$ cat src/rtl/gecp_pkg.sv
// Package for the corner-preferring grid extrema core.
// Holds the shared constants, register indexes, the queue entry and status types and the clamp function.
// No dependencies.
package gecp_pkg;

  // Field widths.
  localparam int unsigned ValueW = 32;
  localparam int unsigned IndexW = 20;
  localparam int unsigned DimW   = 11;
  localparam int unsigned TolW   = 26;
  localparam int unsigned CfgIdxW = 2;

  // Largest grid side and the fixed corner margin (1000.0 less one LSB, in Q16.16).
  localparam logic [DimW-1:0] MaxGridDim = 11'd1024;
  localparam logic [TolW-1:0] ThousandQm1 = 26'd65535999;

  // Configuration register indexes.
  localparam logic [CfgIdxW-1:0] CfgGridCols = 2'd0;
  localparam logic [CfgIdxW-1:0] CfgGridRows = 2'd1;
  localparam logic [CfgIdxW-1:0] CfgTolerance = 2'd2;

  // One classified grid value, as passed from the front to the back.
  typedef struct packed {
    logic signed [ValueW-1:0] value;
    logic [IndexW-1:0]        index;
    logic                     is_first;
    logic                     is_corner;
    logic                     is_last;
  } entry_t;

  // Status of the back part, for checking at the top level.
  typedef struct packed {
    logic pop;
    logic pop_last;
    logic fin_inner_seen;
  } back_status_t;

  // Clamp a dimension register to the range 1..MaxGridDim.
  function automatic logic [DimW-1:0] clamp_dim(input logic [DimW-1:0] r);
    logic [DimW-1:0] res;
    if (r == '0) begin
      res = 11'd1;
    end else if (r > MaxGridDim) begin
      res = MaxGridDim;
    end else begin
      res = r;
    end
    return res;
  endfunction

endpackage

$ cat src/rtl/grid_extrema_corner_preference_core.sv
// Channel  | Handshake                    | Word
// ---------+------------------------------+-------------------------------------
// input    | in_valid_i / in_ready_o      | sample_value_i
// output   | out_valid_o / out_ready_i    | max/min value, index, from_corner
// config   | cfg_we_i (no wait)           | cfg_index_i, cfg_data_i
//
// One grid value is taken per cycle while in_ready_o is high. The front
// classifies a word as it is accepted and writes it into a two-entry queue;
// the back takes it at the next edge at the earliest, one word per cycle. The
// result is valid in the cycle after the back takes the last word of a grid
// and stays until taken. The next grid streams in meanwhile; only its last
// word waits on an untaken result, and once the queue fills behind it
// in_ready_o drops. Reset is asynchronous and active low.
//
// Top level of the corner-preferring grid extrema core.
// Depends on gecp_pkg, gecp_front, gecp_fifo and gecp_back.
module grid_extrema_corner_preference_core (
  input  logic                               clk_i,
  input  logic                               rst_ni,
  input  logic                               cfg_we_i,
  input  logic [gecp_pkg::CfgIdxW-1:0]       cfg_index_i,
  input  logic [gecp_pkg::TolW-1:0]          cfg_data_i,
  input  logic                               in_valid_i,
  output logic                               in_ready_o,
  input  logic signed [gecp_pkg::ValueW-1:0] sample_value_i,
  output logic                               out_valid_o,
  input  logic                               out_ready_i,
  output logic signed [gecp_pkg::ValueW-1:0] max_value_o,
  output logic [gecp_pkg::IndexW-1:0]        max_index_o,
  output logic                               max_from_corner_o,
  output logic signed [gecp_pkg::ValueW-1:0] min_value_o,
  output logic [gecp_pkg::IndexW-1:0]        min_index_o,
  output logic                               min_from_corner_o
);

  logic [gecp_pkg::DimW-1:0] grid_cols_q, grid_cols_d;
  logic [gecp_pkg::DimW-1:0] grid_rows_q, grid_rows_d;
  logic [gecp_pkg::TolW-1:0] tolerance_q, tolerance_d;

  logic                   push, fifo_full, fifo_valid, pop;
  gecp_pkg::entry_t       push_entry, head_entry;
  gecp_pkg::back_status_t back_status;

  // Configuration registers.
  always_comb begin
    grid_cols_d = grid_cols_q;
    grid_rows_d = grid_rows_q;
    tolerance_d = tolerance_q;
    if (cfg_we_i) begin
      unique case (cfg_index_i)
        gecp_pkg::CfgGridCols:  grid_cols_d = cfg_data_i[gecp_pkg::DimW-1:0];
        gecp_pkg::CfgGridRows:  grid_rows_d = cfg_data_i[gecp_pkg::DimW-1:0];
        gecp_pkg::CfgTolerance: tolerance_d = cfg_data_i;
        default: ;
      endcase
    end
  end

  always_ff @(posedge clk_i or negedge rst_ni) begin
    if (!rst_ni) begin
      grid_cols_q <= 11'd1;
      grid_rows_q <= 11'd1;
      tolerance_q <= '0;
    end else begin
      grid_cols_q <= grid_cols_d;
      grid_rows_q <= grid_rows_d;
      tolerance_q <= tolerance_d;
    end
  end

  // Input accepted whenever the queue has room.
  assign in_ready_o = !fifo_full;
  assign push       = in_valid_i && !fifo_full;

  gecp_front u_front (
    .clk_i          (clk_i),
    .rst_ni         (rst_ni),
    .grid_cols_i    (grid_cols_q),
    .grid_rows_i    (grid_rows_q),
    .push_i         (push),
    .sample_value_i (sample_value_i),
    .entry_o        (push_entry)
  );

  gecp_fifo u_fifo (
    .clk_i       (clk_i),
    .rst_ni      (rst_ni),
    .push_i      (push),
    .push_data_i (push_entry),
    .full_o      (fifo_full),
    .pop_i       (pop),
    .valid_o     (fifo_valid),
    .head_o      (head_entry)
  );

  gecp_back u_back (
    .clk_i             (clk_i),
    .rst_ni            (rst_ni),
    .tolerance_i       (tolerance_q),
    .head_valid_i      (fifo_valid),
    .head_i            (head_entry),
    .pop_o             (pop),
    .out_valid_o       (out_valid_o),
    .out_ready_i       (out_ready_i),
    .max_value_o       (max_value_o),
    .max_index_o       (max_index_o),
    .max_from_corner_o (max_from_corner_o),
    .min_value_o       (min_value_o),
    .min_index_o       (min_index_o),
    .min_from_corner_o (min_from_corner_o),
    .status_o          (back_status)
  );

`ifndef SYNTHESIS
  // A result only ever follows the last word of a grid.
  a_result_after_last: assert property (@(posedge clk_i) disable iff (!rst_ni)
    $rose(out_valid_o) |-> $past(back_status.pop_last))
    else $error("result raised without a last grid word");

  // The back never takes a word from an empty queue.
  a_pop_needs_word: assert property (@(posedge clk_i) disable iff (!rst_ni)
    back_status.pop |-> fifo_valid)
    else $error("pop from empty queue");

  // Without an interior value both extrema come from the corners.
  a_no_inner_corner: assert property (@(posedge clk_i) disable iff (!rst_ni)
    (out_valid_o && !back_status.fin_inner_seen) |->
      (max_from_corner_o && min_from_corner_o))
    else $error("interior chosen with no interior value");

  // A last word is never taken while an untaken result is pending.
  a_no_overwrite: assert property (@(posedge clk_i) disable iff (!rst_ni)
    (out_valid_o && !out_ready_i) |-> !back_status.pop_last)
    else $error("pending result overwritten");
`endif

endmodule

$ cat src/rtl/gecp_front.sv
// Front part: counts grid positions and classifies each value.
// Depends on gecp_pkg.
module gecp_front (
  input  logic                          clk_i,
  input  logic                          rst_ni,
  input  logic [gecp_pkg::DimW-1:0]     grid_cols_i,
  input  logic [gecp_pkg::DimW-1:0]     grid_rows_i,
  input  logic                          push_i,
  input  logic signed [gecp_pkg::ValueW-1:0] sample_value_i,
  output gecp_pkg::entry_t              entry_o
);

  logic [gecp_pkg::IndexW-1:0] count_q, count_d;
  logic [gecp_pkg::DimW-1:0]   cols, rows;
  logic [2*gecp_pkg::DimW-1:0] prod;
  logic [gecp_pkg::IndexW-1:0] last_pos, third_pos, second_pos;
  logic                        is_last;

  // Grid geometry from the live configuration.
  always_comb begin
    cols       = gecp_pkg::clamp_dim(grid_cols_i);
    rows       = gecp_pkg::clamp_dim(grid_rows_i);
    prod       = {{gecp_pkg::DimW{1'b0}}, cols} * {{gecp_pkg::DimW{1'b0}}, rows};
    last_pos   = prod[gecp_pkg::IndexW-1:0] - 20'd1;
    third_pos  = prod[gecp_pkg::IndexW-1:0] -
                 {{(gecp_pkg::IndexW-gecp_pkg::DimW){1'b0}}, cols};
    second_pos = {{(gecp_pkg::IndexW-gecp_pkg::DimW){1'b0}}, cols - 11'd1};
  end

  // Classify the current position.
  always_comb begin
    is_last            = (count_q >= last_pos);
    entry_o.value      = sample_value_i;
    entry_o.index      = count_q;
    entry_o.is_first   = (count_q == '0);
    entry_o.is_last    = is_last;
    entry_o.is_corner  = (count_q == '0) || (count_q == second_pos) ||
                         (count_q == third_pos) || is_last;
  end

  // Position counter restarts after the last element of a grid.
  always_comb begin
    count_d = count_q;
    if (push_i) begin
      count_d = is_last ? '0 : count_q + 20'd1;
    end
  end

  always_ff @(posedge clk_i or negedge rst_ni) begin
    if (!rst_ni) begin
      count_q <= '0;
    end else begin
      count_q <= count_d;
    end
  end

endmodule

$ cat src/rtl/gecp_fifo.sv
// Two-entry queue between the front and the back part.
// Depends on gecp_pkg.
module gecp_fifo (
  input  logic             clk_i,
  input  logic             rst_ni,
  input  logic             push_i,
  input  gecp_pkg::entry_t push_data_i,
  output logic             full_o,
  input  logic             pop_i,
  output logic             valid_o,
  output gecp_pkg::entry_t head_o
);

  gecp_pkg::entry_t mem_q [2];
  logic       wr_ptr_q, wr_ptr_d;
  logic       rd_ptr_q, rd_ptr_d;
  logic [1:0] fill_q, fill_d;

  assign full_o  = fill_q[1];
  assign valid_o = (fill_q != 2'd0);
  assign head_o  = mem_q[rd_ptr_q];

  // Pointer and fill bookkeeping.
  always_comb begin
    wr_ptr_d = push_i ? ~wr_ptr_q : wr_ptr_q;
    rd_ptr_d = pop_i ? ~rd_ptr_q : rd_ptr_q;
    fill_d   = fill_q + {1'b0, push_i} - {1'b0, pop_i};
  end

  always_ff @(posedge clk_i or negedge rst_ni) begin
    if (!rst_ni) begin
      wr_ptr_q <= 1'b0;
      rd_ptr_q <= 1'b0;
      fill_q   <= 2'd0;
    end else begin
      wr_ptr_q <= wr_ptr_d;
      rd_ptr_q <= rd_ptr_d;
      fill_q   <= fill_d;
    end
  end

  // Storage for the queued words.
  always_ff @(posedge clk_i) begin
    if (push_i) begin
      mem_q[wr_ptr_q] <= push_data_i;
    end
  end

endmodule

$ cat src/rtl/gecp_back.sv
// Back part: keeps corner and interior extrema and forms the result.
// Depends on gecp_pkg.
module gecp_back (
  input  logic                             clk_i,
  input  logic                             rst_ni,
  input  logic [gecp_pkg::TolW-1:0]        tolerance_i,
  input  logic                             head_valid_i,
  input  gecp_pkg::entry_t                 head_i,
  output logic                             pop_o,
  output logic                             out_valid_o,
  input  logic                             out_ready_i,
  output logic signed [gecp_pkg::ValueW-1:0] max_value_o,
  output logic [gecp_pkg::IndexW-1:0]      max_index_o,
  output logic                             max_from_corner_o,
  output logic signed [gecp_pkg::ValueW-1:0] min_value_o,
  output logic [gecp_pkg::IndexW-1:0]      min_index_o,
  output logic                             min_from_corner_o,
  output gecp_pkg::back_status_t           status_o
);

  // Running extrema.
  logic signed [gecp_pkg::ValueW-1:0] cmax_v_q, cmax_v_d, cmin_v_q, cmin_v_d;
  logic signed [gecp_pkg::ValueW-1:0] imax_v_q, imax_v_d, imin_v_q, imin_v_d;
  logic [gecp_pkg::IndexW-1:0]        cmax_i_q, cmax_i_d, cmin_i_q, cmin_i_d;
  logic [gecp_pkg::IndexW-1:0]        imax_i_q, imax_i_d, imin_i_q, imin_i_d;
  logic                               seen_q, seen_d;

  // Result register, loaded with the final extrema of a grid.
  logic                               fin_valid_q, fin_valid_d;
  logic signed [gecp_pkg::ValueW-1:0] f_cmax_v_q, f_cmin_v_q, f_imax_v_q, f_imin_v_q;
  logic [gecp_pkg::IndexW-1:0]        f_cmax_i_q, f_cmin_i_q, f_imax_i_q, f_imin_i_q;
  logic                               f_seen_q;

  logic                               pop_last;
  logic [gecp_pkg::TolW-1:0]          thr;
  logic signed [gecp_pkg::ValueW:0]   dmax, dmin;
  logic                               cmax_wins, cmin_wins;

  // A last word waits while an undelivered result occupies the output.
  assign pop_o    = head_valid_i &&
                    (!head_i.is_last || !fin_valid_q || out_ready_i);
  assign pop_last = pop_o && head_i.is_last;

  // Update the extrema with one word.
  always_comb begin
    cmax_v_d = cmax_v_q;  cmax_i_d = cmax_i_q;
    cmin_v_d = cmin_v_q;  cmin_i_d = cmin_i_q;
    imax_v_d = imax_v_q;  imax_i_d = imax_i_q;
    imin_v_d = imin_v_q;  imin_i_d = imin_i_q;
    seen_d   = seen_q;
    if (pop_o) begin
      priority if (head_i.is_first) begin
        cmax_v_d = head_i.value;  cmax_i_d = '0;
        cmin_v_d = head_i.value;  cmin_i_d = '0;
      end else if (head_i.is_corner) begin
        if (head_i.value > cmax_v_q) begin
          cmax_v_d = head_i.value;  cmax_i_d = head_i.index;
        end
        if (head_i.value < cmin_v_q) begin
          cmin_v_d = head_i.value;  cmin_i_d = head_i.index;
        end
      end else if (!seen_q) begin
        imax_v_d = head_i.value;  imax_i_d = head_i.index;
        imin_v_d = head_i.value;  imin_i_d = head_i.index;
        seen_d   = 1'b1;
      end else begin
        if (head_i.value > imax_v_q) begin
          imax_v_d = head_i.value;  imax_i_d = head_i.index;
        end
        if (head_i.value < imin_v_q) begin
          imin_v_d = head_i.value;  imin_i_d = head_i.index;
        end
      end
      // The next grid starts with no interior value.
      if (head_i.is_last) begin
        seen_d = 1'b0;
      end
    end
  end

  always_ff @(posedge clk_i or negedge rst_ni) begin
    if (!rst_ni) begin
      seen_q <= 1'b0;
    end else begin
      seen_q <= seen_d;
    end
  end

  always_ff @(posedge clk_i) begin
    cmax_v_q <= cmax_v_d;  cmax_i_q <= cmax_i_d;
    cmin_v_q <= cmin_v_d;  cmin_i_q <= cmin_i_d;
    imax_v_q <= imax_v_d;  imax_i_q <= imax_i_d;
    imin_v_q <= imin_v_d;  imin_i_q <= imin_i_d;
  end

  // Output valid: set by a last word, cleared when the result is taken.
  always_comb begin
    fin_valid_d = fin_valid_q;
    if (pop_last) begin
      fin_valid_d = 1'b1;
    end else if (out_ready_i) begin
      fin_valid_d = 1'b0;
    end
  end

  always_ff @(posedge clk_i or negedge rst_ni) begin
    if (!rst_ni) begin
      fin_valid_q <= 1'b0;
    end else begin
      fin_valid_q <= fin_valid_d;
    end
  end

  always_ff @(posedge clk_i) begin
    if (pop_last) begin
      f_cmax_v_q <= cmax_v_d;  f_cmax_i_q <= cmax_i_d;
      f_cmin_v_q <= cmin_v_d;  f_cmin_i_q <= cmin_i_d;
      f_imax_v_q <= imax_v_q;  f_imax_i_q <= imax_i_q;
      f_imin_v_q <= imin_v_q;  f_imin_i_q <= imin_i_q;
      f_seen_q   <= seen_q;
    end
  end

  // The corner wins if it leads by more than the smaller of the tolerance
  // and the fixed margin, or if there is no interior value at all.
  always_comb begin
    thr  = (tolerance_i > gecp_pkg::ThousandQm1) ? gecp_pkg::ThousandQm1 : tolerance_i;
    dmax = {f_cmax_v_q[gecp_pkg::ValueW-1], f_cmax_v_q} -
           {f_imax_v_q[gecp_pkg::ValueW-1], f_imax_v_q};
    dmin = {f_imin_v_q[gecp_pkg::ValueW-1], f_imin_v_q} -
           {f_cmin_v_q[gecp_pkg::ValueW-1], f_cmin_v_q};
    cmax_wins = !f_seen_q || (!dmax[gecp_pkg::ValueW] &&
                (dmax[gecp_pkg::ValueW-1:0] >
                 {{(gecp_pkg::ValueW-gecp_pkg::TolW){1'b0}}, thr}));
    cmin_wins = !f_seen_q || (!dmin[gecp_pkg::ValueW] &&
                (dmin[gecp_pkg::ValueW-1:0] >
                 {{(gecp_pkg::ValueW-gecp_pkg::TolW){1'b0}}, thr}));
  end

  assign out_valid_o       = fin_valid_q;
  assign max_value_o       = cmax_wins ? f_cmax_v_q : f_imax_v_q;
  assign max_index_o       = cmax_wins ? f_cmax_i_q : f_imax_i_q;
  assign max_from_corner_o = cmax_wins;
  assign min_value_o       = cmin_wins ? f_cmin_v_q : f_imin_v_q;
  assign min_index_o       = cmin_wins ? f_cmin_i_q : f_imin_i_q;
  assign min_from_corner_o = cmin_wins;

  assign status_o.pop            = pop_o;
  assign status_o.pop_last       = pop_last;
  assign status_o.fin_inner_seen = f_seen_q;

endmodule

$ cat config.mk
export PLATFORM = sky130hd
export DESIGN_NAME = grid_extrema_corner_preference_core
export DESIGN_NICKNAME = d
export VERILOG_FILES = /design/src/rtl/gecp_pkg.sv /design/src/rtl/grid_extrema_corner_preference_core.sv /design/src/rtl/gecp_front.sv /design/src/rtl/gecp_fifo.sv /design/src/rtl/gecp_back.sv
export SDC_FILE = /design/constraint.sdc
export NUM_CORES = 1
export LEC_CHECK = 0
export BUFFER_PORTS_ARGS = -buffer_cell sky130_fd_sc_hd__clkbuf_2
export CORE_AREA = 2 2 250 252
export CTS_BUF_LIST = sky130_fd_sc_hd__clkbuf_4 sky130_fd_sc_hd__clkbuf_8
export DETAILED_ROUTE_END_ITERATION = 12
export DIE_AREA = 0 0 252 254
export PLACE_DENSITY = 0.78
export SLEW_MARGIN = 20
export SYNTH_ARGS = -nofsm -noshare
export SYNTH_HDL_FRONTEND = slang
export SYNTH_HIERARCHICAL = 1
export SYNTH_SLANG_ARGS = --single-unit
$ cat constraint.sdc
create_clock -name clk_i -period 16.5 [get_ports clk_i]
set_clock_uncertainty 0.15 [all_clocks]
set_input_delay 1.65 -clock clk_i [delete_from_list [all_inputs] [get_ports clk_i]]
set_output_delay 1.65 -clock clk_i [all_outputs]
set_load 0.05 [all_outputs]
==> impl_metrics.py <==
metrics = {
    "outcome": {
        "status": "complete, no violations",
    },
    "critical_path": {
        "crit_path_max_fanout": 46,
        "max_stage_delay_ps": 510,
        "slowest_stage": "a21boi_0",
        "arrival_ps": 7490,
        "cp-end-kind": "primary output",
        "critPathMostFrequentCell": "ha_1",
        "cp-start-kind": "flip-flop",
        "crit_chain": "ha_1 > nor2b_1 > o31a_1 > o31ai_1 > o211ai_1 > a21boi_0 > o21ai_0 > a31oi_1 > xnor2_1 > ha_1 > a211oi_1 > nand2_1 > o221ai_1 > nand3_1 > or4_1 > o31a_2 > buf_4 > mux2_4 > clkbuf_2",
        "critPathKind": "flip-flop to primary output",
        "required_ps": 14700,
    },
    "route": {
        "wl_met2_um": 45800,
        "drc_errors": 0,
        "drtAntennaViolNets": 0,
        "wire_per_inst_um": 22.1,
        "detail_route.first_pass.iterations": 6,
        "top_layer": "met4",
        "finalWirelength_um": 91900,
        "vias": 25043,
        "wl_met3_um": 5240,
        "routed_via_density": 6.01,
        "drt-initial-drc-count": 1886,
        "wirelength_met1_um": 37200,
    },
    "clock_tree": {
        "cts.repair.resized": 0,
        "cts_buffer_depth": 3,
        "cts_buffers": 96,
        "cts.sinks": 601,
        "post-cts-setup-buffers": 0,
        "cts_tree": "done",
        "cts-root-buf": "clkbuf_8",
        "hold_buffers": 0,
        "clk_latency_ps": 740,
        "clkTransAtPathRegs_ps": 70,
        "h-tree-depth": 3,
    },
    "sta": {
        "period_needed_ps": 9290,
        "fmax_ghz": 0.108,
        "setup_ws_ps": 7210,
        "finalHoldViolations": 0,
        "slew_headroom_pct": 26.7,
        "worst_slew_pin_slew_ps": 1100,
        "tns_ps": 0,
        "fin_crit_sh_pct": 56.3,
        "finalMaxSlewViolations": 0,
        "rsz0062_at_grt": "no",
        "setup_violations": 0,
    },
    "yosys": {
        "synth_warnings": 6,
        "avgSynthCellArea_um2": 11.6,
        "synthCells": 3133,
        "synth.cell_area_mm2": 0.0363,
        "syn-num-nets": 3609,
    },
    "grt": {
        "grt_max_degree": 78,
        "gr-usage-all-layers_pct": 28.8,
        "grt_pass1_vias": 25818,
        "grt_antenna_before_repair": 2,
        "grt_pass1_wl_um": 143000,
        "grt_overflow": 0,
    },
    "finish": {
        "fill_cells": 4609,
        "final_cells": 4169,
        "fin_nets": 3769,
        "layout-drive-gt1-share_pct": 20.0,
        "area_delta_synth_final_pct": 9.44,
    },
    "floorplan": {
        "die_h_um": 254,
        "rows": 91,
        "die_w_um": 252,
        "coreArea_mm2": 0.0613,
        "die_area_mm2": 0.0640,
        "start_util_pct": 59.3,
        "io_pins": 173,
    },
    "placed_design": {
        "io_buffers": 172,
        "dp_cells": 3984,
        "pre_cts_slack_ps": 7520,
        "gp_congestion": 0.945,
        "dp_hpwl_um": 67900,
    },
    "flow_run": {
        "max_cap_viol_count": 0,
    },
    "worst_hold_path": {
        "hold_path.class": "flip-flop to flip-flop",
    },
}
==> path summary, 6_finish.rpt <==
check	end	startpoint	depth (start not counted)	slack, ps
setup / recovery	max_value_o[1]	u_back/f_cmax_v_q[1]$_DFFE_PP_	19	7210
hold / removal	u_back/f_imin_v_q[9]$_DFFE_PP_	u_back/imin_v_q[9]$_DFFE_PP_	0	250
setup reg to reg	u_fifo/mem_q[0][1]$_DFFE_PP_	grid_cols_q[10]$_DFFE_PN0P_	27	7390
hold reg to reg	u_back/f_imin_v_q[9]$_DFFE_PP_	u_back/imin_v_q[9]$_DFFE_PP_	0	250
max in group asynchronous	u_fifo/rd_ptr_q$_DFFE_PN0P_	rst_ni	1	14720
min in group asynchronous	tolerance_q[13]$_DFFE_PN0P_	rst_ni	1	830
==> cells in the final DEF (no fill, tap or decap), types with 10 or more instances in the layout <==
| cell | instances |
|---|---|
| a21o_1 | 85 |
| mux2_4 | 109 |
| ha_1 | 329 |
| dfxtp_1 | 104 |
| o311ai_0 | 23 |
| nand2_1 | 209 |
| nand3_1 | 72 |
| nand4_1 | 56 |
| and3_1 | 19 |
| nor4_1 | 18 |
| xnor2_1 | 92 |
| clkinv_1 | 18 |
| fa_1 | 82 |
| edfxtp_1 | 423 |
| a31oi_1 | 17 |
| buf_4 | 18 |
| dfrtp_1 | 71 |
| o21a_1 | 27 |
| clkbuf_2 | 171 |
| xor2_1 | 44 |
| o211ai_1 | 30 |
| nand2b_1 | 31 |
| a21oi_1 | 130 |
| o21ai_0 | 77 |
| mux2_1 | 10 |
| clkinv_2 | 14 |
| clkbuf_4 | 32 |
| clkbuf_8 | 112 |
| nor3_1 | 22 |
| or3_1 | 10 |
| nor2b_1 | 40 |
| a211oi_1 | 21 |
| mux2_2 | 153 |
| inv_1 | 343 |
| nor2_1 | 171 |
==> sequential cells by signal, indices dropped and copies added (netlist names), 26 cells and up <==
signal and flops:
tolerance_q 26, u_back/cmax_v_q 32, u_back/cmin_v_q 32, u_back/f_cmax_v_q 32
u_back/f_cmin_v_q 32, u_back/f_imax_v_q 32, u_back/f_imin_v_q 32, u_back/imax_v_q 32
u_back/imin_v_q 32, u_fifo/mem_q 110
==> cell type report <==
type                            instances  area [um2]  area share (%)
Antenna cell                            2        5.00          0.0126
Clock buffer                          144        1780            4.48
Clock inverter                         38         369           0.928
Inverter                              351        1320            3.31
Multi-Input combinational cell       2052       17600            44.4
Sequential cell                       601       16600            41.9
Tap cell                              790         988            2.49
Timing Repair Buffer                  191        1020            2.56
==> layer usage <==
layer | GRT usage [%] | vias up
met5 | 0 | -
met3 | 3.53 | 201
li1 | - | 11511
met4 | 12.2 | 0
met1 | 36.4 | 12373
met2 | 50.2 | 958
==> through the flow <==
stage / hold WS, ps / utilization (%) / cell area [um2]
finish: 252 / 64.9 / 39800
global route: 268 / 64.9 / 39800
CTS: 253 / 64.9 / 39700
detailed placement: 255 / 61.4 / 37600
global placement: 250 / 61.4 / 37600
floorplan: 250 / - / 36300
==> worst max-delay path, delay by kind of cell (launching register included) <==
kind            cells  cell delay (ps)
simple gates        4              960
xor+xnor            1              260
flops               1              460
compound gates      9             3230
fa+ha+maj           2              660
mux                 1              440
buf+inv             2              710
Power is not shown: default switching activity piles up to over one toggle a cycle in this logic, so the estimate is an artifact.
